<file path="config.mk">
export PLATFORM = sky130hd
export DESIGN_NAME = ipd_servo_controller_flat
export DESIGN_NICKNAME = d
export VERILOG_FILES = /design/src/hdl/ipd_sc_pkg.sv /design/src/hdl/ipd_sc_if.sv /design/src/hdl/ipd_servo_controller.sv /design/src/flat_wrapper.sv
export SDC_FILE = /design/constraint.sdc
export NUM_CORES = 2
export LEC_CHECK = 0
export ABC_AREA = 1
export BUFFER_PORTS_ARGS = -buffer_cell sky130_fd_sc_hd__buf_2
export CAP_MARGIN = 20
export CORE_ASPECT_RATIO = 1.75
export CORE_MARGIN = 2
export CORE_UTILIZATION = 45
export CTS_BUF_LIST = sky130_fd_sc_hd__clkbuf_4 sky130_fd_sc_hd__clkbuf_8
export DETAILED_ROUTE_END_ITERATION = 8
export GPL_TIMING_DRIVEN = 0
export SLEW_MARGIN = 20
export SYNTH_ARGS = -nofsm -noshare
export SYNTH_HDL_FRONTEND = slang
export SYNTH_SLANG_ARGS = --single-unit
</file>
<file path="constraint.sdc">
create_clock -name clk -period 13.9 [get_ports clk]
set_input_delay 1.39 -clock clk [delete_from_list [all_inputs] [get_ports clk]]
set_output_delay 1.39 -clock clk [all_outputs]
set_load 0.01 [all_outputs]
</file>
<file path="src/hdl/ipd_sc_pkg.sv">
// shared widths, register indexes and clamp codes for the servo controller
// no dependencies; imported by the interfaces, the top level and the checker
package ipd_sc_pkg;

  localparam int unsigned SAMPLE_W   = 16;  // command error, position, velocity, drive
  localparam int unsigned GAIN_W     = 15;  // gains and drive limit
  localparam int unsigned ACC_W      = 32;  // integral accumulator
  localparam int unsigned FRAC_W     = 8;   // q7.8 gain scaling shift
  localparam int unsigned PROD_W     = SAMPLE_W + GAIN_W;  // 16s x 15u fits 31 bits signed
  localparam int unsigned CLAMP_W    = 2;
  localparam int unsigned CFG_ADDR_W = 2;
  localparam int unsigned CFG_DATA_W = GAIN_W;

  // register indexes
  localparam logic [CFG_ADDR_W-1:0] REG_INTEGRAL_GAIN = 2'd0;
  localparam logic [CFG_ADDR_W-1:0] REG_POSITION_GAIN = 2'd1;
  localparam logic [CFG_ADDR_W-1:0] REG_VELOCITY_GAIN = 2'd2;
  localparam logic [CFG_ADDR_W-1:0] REG_DRIVE_LIMIT   = 2'd3;

  // clamp state codes
  localparam logic [CLAMP_W-1:0] CLAMP_NONE = 2'd0;
  localparam logic [CLAMP_W-1:0] CLAMP_HIGH = 2'd1;
  localparam logic [CLAMP_W-1:0] CLAMP_LOW  = 2'd2;

  typedef logic signed [SAMPLE_W-1:0] sample_t;
  typedef logic [GAIN_W-1:0]          gain_t;
  typedef logic [CLAMP_W-1:0]         clamp_t;

endpackage

</file>
<file path="src/hdl/ipd_sc_if.sv">
// valid/ready channel interfaces for the servo controller sample and result items
// depends on ipd_sc_pkg
interface ipd_sc_in_if;
  import ipd_sc_pkg::*;

  logic    valid;
  logic    ready;
  sample_t command_error;
  sample_t measured_position;
  sample_t measured_velocity;

  modport source (output valid, output command_error, output measured_position,
                  output measured_velocity, input ready);
  modport sink   (input valid, input command_error, input measured_position,
                  input measured_velocity, output ready);
endinterface

interface ipd_sc_out_if;
  import ipd_sc_pkg::*;

  logic    valid;
  logic    ready;
  sample_t drive;
  clamp_t  clamp_state;

  modport source (output valid, output drive, output clamp_state, input ready);
  modport sink   (input valid, input drive, input clamp_state, output ready);
endinterface

</file>
<file path="src/hdl/ipd_servo_controller.sv">
// integral/position/velocity servo controller with anti-windup clamp
// depends on ipd_sc_pkg and the channel interfaces in ipd_sc_if.sv
// items go through the input register, then the result register; output stalls hold them
// one item per cycle unless stalled; the accumulator loop closes in the single compute stage
// reset (rst_n low, synchronous): gains, drive limit and accumulator cleared, both stages empty
module ipd_servo_controller (
  input  logic                                clk,
  input  logic                                rst_n,
  ipd_sc_in_if.sink                           in_ch,
  ipd_sc_out_if.source                        out_ch,
  input  logic                                cfg_we,
  input  logic [ipd_sc_pkg::CFG_ADDR_W-1:0]   cfg_addr,
  input  logic [ipd_sc_pkg::CFG_DATA_W-1:0]   cfg_wdata
);
  import ipd_sc_pkg::*;

  // configuration registers
  gain_t ki_r, kp_r, kv_r, lim_r;

  // input stage
  logic    s1_valid_r;
  sample_t s1_err_r, s1_pos_r, s1_vel_r;

  // result stage
  logic    out_valid_r;
  sample_t out_drive_r;
  clamp_t  out_clamp_r;

  // integral state
  logic [ACC_W-1:0] acc_r;

  // handshake plumbing
  logic out_free;   // result register empty or being taken
  logic s1_move;    // input stage item passes into the result register
  logic in_take;

  // datapath
  logic signed [2*SAMPLE_W-1:0]     ie_full, p_full, v_full;
  logic signed [PROD_W-1:0]         ie_prod;
  logic signed [PROD_W-FRAC_W-1:0]  p_term, v_term;     // floor(prod / 256)
  logic [ACC_W-1:0]                 acc_sum;
  logic signed [ACC_W-FRAC_W-1:0]   acc_term;           // floor(acc_sum / 256)
  logic signed [ACC_W-FRAC_W+1:0]   raw_drive;          // room for both subtractions
  logic signed [ACC_W-FRAC_W+1:0]   lim_pos, lim_neg;
  logic signed [ACC_W-FRAC_W:0]     pv_sum, base_hi, base_lo;
  logic [ACC_W-1:0]                 acc_nxt;
  sample_t                          drive_nxt;
  clamp_t                           clamp_nxt;

  assign out_free     = !out_valid_r || out_ch.ready;
  assign s1_move      = s1_valid_r && out_free;
  assign in_ch.ready  = !s1_valid_r || out_free;
  assign in_take      = in_ch.valid && in_ch.ready;

  assign out_ch.valid       = out_valid_r;
  assign out_ch.drive       = out_drive_r;
  assign out_ch.clamp_state = out_clamp_r;

  // products: gains zero-extended to signed so the multiply stays signed
  assign ie_full = s1_err_r * $signed({1'b0, ki_r});
  assign p_full  = s1_pos_r * $signed({1'b0, kp_r});
  assign v_full  = s1_vel_r * $signed({1'b0, kv_r});

  assign ie_prod = ie_full[PROD_W-1:0];
  // arithmetic shift right by the fraction width: drop the low bits
  assign p_term  = p_full[PROD_W-1:FRAC_W];
  assign v_term  = v_full[PROD_W-1:FRAC_W];

  // accumulator wraps modulo 2^32
  assign acc_sum  = acc_r + {{(ACC_W-PROD_W){ie_prod[PROD_W-1]}}, ie_prod};
  assign acc_term = $signed(acc_sum[ACC_W-1:FRAC_W]);

  assign raw_drive = $signed({{2{acc_term[ACC_W-FRAC_W-1]}}, acc_term})
                   - $signed({{3{p_term[PROD_W-FRAC_W-1]}}, p_term})
                   - $signed({{3{v_term[PROD_W-FRAC_W-1]}}, v_term});

  assign lim_pos = $signed({{(ACC_W-FRAC_W+2-GAIN_W){1'b0}}, lim_r});
  assign lim_neg = -lim_pos;

  // anti-windup targets: accumulator rewritten to (p + v +/- limit) << 8
  assign pv_sum  = $signed({{2{p_term[PROD_W-FRAC_W-1]}}, p_term})
                 + $signed({{2{v_term[PROD_W-FRAC_W-1]}}, v_term});
  assign base_hi = pv_sum + $signed({{(ACC_W-FRAC_W+1-GAIN_W){1'b0}}, lim_r});
  assign base_lo = pv_sum - $signed({{(ACC_W-FRAC_W+1-GAIN_W){1'b0}}, lim_r});

  always_comb begin
    if (raw_drive > lim_pos) begin
      // clamped high
      drive_nxt = lim_pos[SAMPLE_W-1:0];
      clamp_nxt = CLAMP_HIGH;
      acc_nxt   = {base_hi[ACC_W-FRAC_W-1:0], {FRAC_W{1'b0}}};
    end else if (raw_drive < lim_neg) begin
      // clamped low
      drive_nxt = lim_neg[SAMPLE_W-1:0];
      clamp_nxt = CLAMP_LOW;
      acc_nxt   = {base_lo[ACC_W-FRAC_W-1:0], {FRAC_W{1'b0}}};
    end else begin
      // within limits: raw drive fits the sample width here
      drive_nxt = raw_drive[SAMPLE_W-1:0];
      clamp_nxt = CLAMP_NONE;
      acc_nxt   = acc_sum;
    end
  end

  // configuration writes; the 2-bit index covers every register
  always_ff @(posedge clk) begin
    if (!rst_n) begin
      ki_r  <= '0;
      kp_r  <= '0;
      kv_r  <= '0;
      lim_r <= '0;
    end else if (cfg_we) begin
      case (cfg_addr)
        REG_INTEGRAL_GAIN: ki_r  <= cfg_wdata;
        REG_POSITION_GAIN: kp_r  <= cfg_wdata;
        REG_VELOCITY_GAIN: kv_r  <= cfg_wdata;
        REG_DRIVE_LIMIT:   lim_r <= cfg_wdata;
        default: ;
      endcase
    end
  end

  // control: stage valids and accumulator
  always_ff @(posedge clk) begin
    if (!rst_n) begin
      s1_valid_r  <= 1'b0;
      out_valid_r <= 1'b0;
      acc_r       <= '0;
    end else begin
      if (in_take) begin
        s1_valid_r <= 1'b1;
      end else if (s1_move) begin
        s1_valid_r <= 1'b0;
      end
      if (s1_move) begin
        out_valid_r <= 1'b1;
        acc_r       <= acc_nxt;
      end else if (out_ch.ready) begin
        out_valid_r <= 1'b0;
      end
    end
  end

  // payload registers, no reset
  always_ff @(posedge clk) begin
    if (in_take) begin
      s1_err_r <= in_ch.command_error;
      s1_pos_r <= in_ch.measured_position;
      s1_vel_r <= in_ch.measured_velocity;
    end
    if (s1_move) begin
      out_drive_r <= drive_nxt;
      out_clamp_r <= clamp_nxt;
    end
  end

endmodule

</file>
<file path="src/flat_wrapper.sv">
// flat-port wrapper written by rule: the top's interface ports become plain ports
module ipd_servo_controller_flat import ipd_sc_pkg::*;
  (clk, rst_n, cfg_we, cfg_addr, cfg_wdata, in_ch_valid, in_ch_command_error, in_ch_measured_position, in_ch_measured_velocity, in_ch_ready, out_ch_valid, out_ch_drive, out_ch_clamp_state, out_ch_ready);
  ipd_sc_in_if in_ch_i ();
  ipd_sc_out_if out_ch_i ();
  input  logic clk;
  input  logic rst_n;
  input  logic cfg_we;
  input  logic [ipd_sc_pkg::CFG_ADDR_W-1:0] cfg_addr;
  input  logic [ipd_sc_pkg::CFG_DATA_W-1:0] cfg_wdata;
  input wire logic [$bits(in_ch_i.valid)-1:0] in_ch_valid;
  input wire logic [$bits(in_ch_i.command_error)-1:0] in_ch_command_error;
  input wire logic [$bits(in_ch_i.measured_position)-1:0] in_ch_measured_position;
  input wire logic [$bits(in_ch_i.measured_velocity)-1:0] in_ch_measured_velocity;
  output wire logic [$bits(in_ch_i.ready)-1:0] in_ch_ready;
  output wire logic [$bits(out_ch_i.valid)-1:0] out_ch_valid;
  output wire logic [$bits(out_ch_i.drive)-1:0] out_ch_drive;
  output wire logic [$bits(out_ch_i.clamp_state)-1:0] out_ch_clamp_state;
  input wire logic [$bits(out_ch_i.ready)-1:0] out_ch_ready;
  assign in_ch_i.valid = in_ch_valid;
  assign in_ch_i.command_error = in_ch_command_error;
  assign in_ch_i.measured_position = in_ch_measured_position;
  assign in_ch_i.measured_velocity = in_ch_measured_velocity;
  assign in_ch_ready = in_ch_i.ready;
  assign out_ch_valid = out_ch_i.valid;
  assign out_ch_drive = out_ch_i.drive;
  assign out_ch_clamp_state = out_ch_i.clamp_state;
  assign out_ch_i.ready = out_ch_ready;
  ipd_servo_controller u_core (.clk(clk), .rst_n(rst_n), .in_ch(in_ch_i), .out_ch(out_ch_i), .cfg_we(cfg_we), .cfg_addr(cfg_addr), .cfg_wdata(cfg_wdata));
endmodule
</file>
==> results_dict.tcl <==
set metrics [dict create \
    critPathCaptureType "flop" \
    area_growth_pct 5.579 \
    synth-edff-count 66 \
    clock_latency_ns 0.67 \
    synthArstFlopShare_pct 0 \
    cts.path.max_buffers 2 \
    postLayoutCoreUtil_pct 47.69 \
    slowest_delay_ns 0.59 \
    syn-num-nets 6584 \
    finalWorstSetupSlack_ns 0.6613 \
    track_usage_pct 28.66 \
    io_pins 90 \
    drc 0 \
    rows 148 \
    clock.fmax_mhz 75.54 \
    worst_slew_pin_slew_ns 1.155 \
    relSlewSlack_pct 22.45 \
    cts.root.buffer_cell "clkbuf_8" \
    cts_tree "done" \
    slew_violations 0 \
    clk_pin_slew_ns 0.13 \
    detail_route.wl_per_cell_um 19.49 \
    place_congestion 0.9569 \
    postCtsHoldBufs 0 \
    cap_violations 0 \
    grt_pass1_wl_um 204000 \
    fin_setup_tns_ns 0 \
    drive_above_1_share_pct 4.020 \
    finalCriticalPeriod_ns 13.24 \
    grt_max_degree 31 \
    min_period_over_period_pct 95.24 \
    first_pass_iters 5 \
    finalHoldViolations 0 \
    netlist_area_um2 41830 \
    htreeDepth 4 \
    hpwl_um 115300 \
    synth_ff_type "dfxtp_1" \
    die_h_um 407.3 \
    ys_warn_count 0 \
    crit_fanout 10 \
    cp_slowest_cell "clkbuf_1" \
    cts_buffers 17 \
    avgSynthCellArea_um2 7.770 \
    die-area_um2 95500 \
    setup_viol 0 \
    viasPerCell 5.116 \
    cts_sinks 160 \
    num_vias 34270 \
    wl_um 130500 \
    grt_pass1_vias 37310 \
    nets 6685 \
    dp_slack_ns 0.4479 \
    grt_antenna_before_repair 1 \
    initialDrtViolationCount 1592 \
    io_buffers 88 \
    fin_worst_skew_ns 0.05124 \
    startpoint_type "flop" \
    min_path_type "flop to flop" \
    netlist_instances 5383 \
    ys_ff_latch 160 \
    ys_seq_area_share_pct 9.238 \
    ys_types 58 \
    coreArea_um2 92590 \
    worstPathArrival_ns 13.68 \
    run_status "complete, no violations" \
    rsz0062_at_grt "false" \
    overflow 0 \
    ant_nets 0 \
    worstPathRequired_ns 14.34 \
    die_w_um 234.5 \
    crit_type "flop to flop" \
    start_util_pct 45.17 \
]
## worst max-delay path: cells and delay by family, from the launching register on
family	cells	cell delay [ns]
adders and majority gates	11	5.10
DFF	1	0.57
AOI/OAI and AO/OA	12	2.40
and+or+nand+nor	15	2.75
xor gates and xnor gates	3	0.89
buffers and inverters	10	1.28
## cell usage after synthesis (30+ instances only)
cell	number	share of area, %
inv_1	1454	13
nand2_1	1152	10
fa_1	749	36
ha_1	382	11
a21oi_1	261	3.1
nor2_1	254	2.3
o21ai_0	207	2.5
clkbuf_1	169	1.5
xor2_1	142	3.0
nand3_1	97	1.2
dfxtp_1	94	4.5
xnor2_1	67	1.4
edfxtp_1	66	4.7
nor3_1	30	0.36
## final cells by class
class / instances / area (um^2)
antenna: 2 / 5.005
buffer: 176 / 730.7
clock buffer: 17 / 234.0
clock inverter: 15 / 141.4
fill: 9507 / 48430
inverter: 1460 / 5485
multi-input combinational: 3579 / 31730
sequential: 160 / 3867
tap: 1200 / 1501
timing repair buffer: 90 / 467.9
## flip-flops by register name, indices dropped and copies added (netlist names)
register / count
u_core.ki_r: 15
u_core.s1_valid_r: 1
u_core.out_ch.clamp_state: 2
u_core.kv_r: 15
u_core.s1_err_r: 16
u_core.lim_r: 15
u_core.s1_pos_r: 16
u_core.kp_r: 15
u_core.acc_r: 32
u_core.out_ch.drive: 16
u_core.s1_vel_r: 16
u_core.out_ch.valid: 1
## through the flow
| stage | cells | instance area [um^2] | hold WS, ns |
|---|---|---|---|
| finish | 6699 | 44160 | 0.4778 |
| global route | 6698 | 44160 | 0.5076 |
| CTS | 6704 | 44160 | 0.4865 |
| detailed placement | 6672 | 43790 | 0.4702 |
| global placement | 6671 | 43770 | 0.4587 |
| floorplan | 5383 | 41830 | 0.4497 |
## cell usage in the layout, fill, tap and decap left out, types with 97 or more instances in the layout
master | Yosys | layout
nor2_1 | 254 | 254
a21oi_1 | 261 | 261
nand3_1 | 97 | 97
xor2_1 | 142 | 142
fa_1 | 749 | 749
inv_1 | 1454 | 1453
clkbuf_1 | 169 | 155
nand2_1 | 1152 | 1152
ha_1 | 382 | 382
o21ai_0 | 207 | 207
## repair_timing
item | in CTS | in global routing
endpoints found under the setup margin | 0 | 47
buffers inserted | 0 | 1
endpoints found under the hold margin | 0 | 0
resized for setup | 0 | 15
## final timing paths
| kind | from | end | slack (ns) | cells after the start |
|---|---|---|---|---|
| max reg2reg | u_core.s1_err_r[12]$_DFFE_PP_ | u_core.out_ch.drive[2]$_DFFE_PP_ | 0.66 | 51 |
| min reg2reg | u_core.acc_r[0]$_SDFFE_PN0P_ | u_core.acc_r[0]$_SDFFE_PN0P_ | 0.48 | 2 |
| max | u_core.s1_err_r[12]$_DFFE_PP_ | u_core.out_ch.drive[2]$_DFFE_PP_ | 0.66 | 51 |
| min | u_core.acc_r[0]$_SDFFE_PN0P_ | u_core.acc_r[0]$_SDFFE_PN0P_ | 0.48 | 2 |
## routing by layer
| metal | part of all wire [%] | vias up | global-route usage [%] |
|---|---|---|---|
| met5 | 0 | - | 0 |
| met3 | 3.0 | 409 | 3.069 |
| met2 | 55 | 825 | 54.06 |
| li1 | - | 16200 | - |
| met1 | 32 | 16830 | 27.12 |
| met4 | 9.9 | 0 | 23.68 |
## cell families (layout without fill, tap and decap cells)
family	Yosys count	in the layout	synth area share [%]
buf+inv	1644	1758	14.91
simple gates	1629	1629	15.94
fa+ha+maj	1131	1131	47.28
compound gates	607	607	8.143
xor+xnor	212	212	4.493
flops	160	160	9.238
other cells	0	2	0
Power is not shown: default switching activity piles up to over one toggle a cycle in this logic, so the estimate is an artifact.
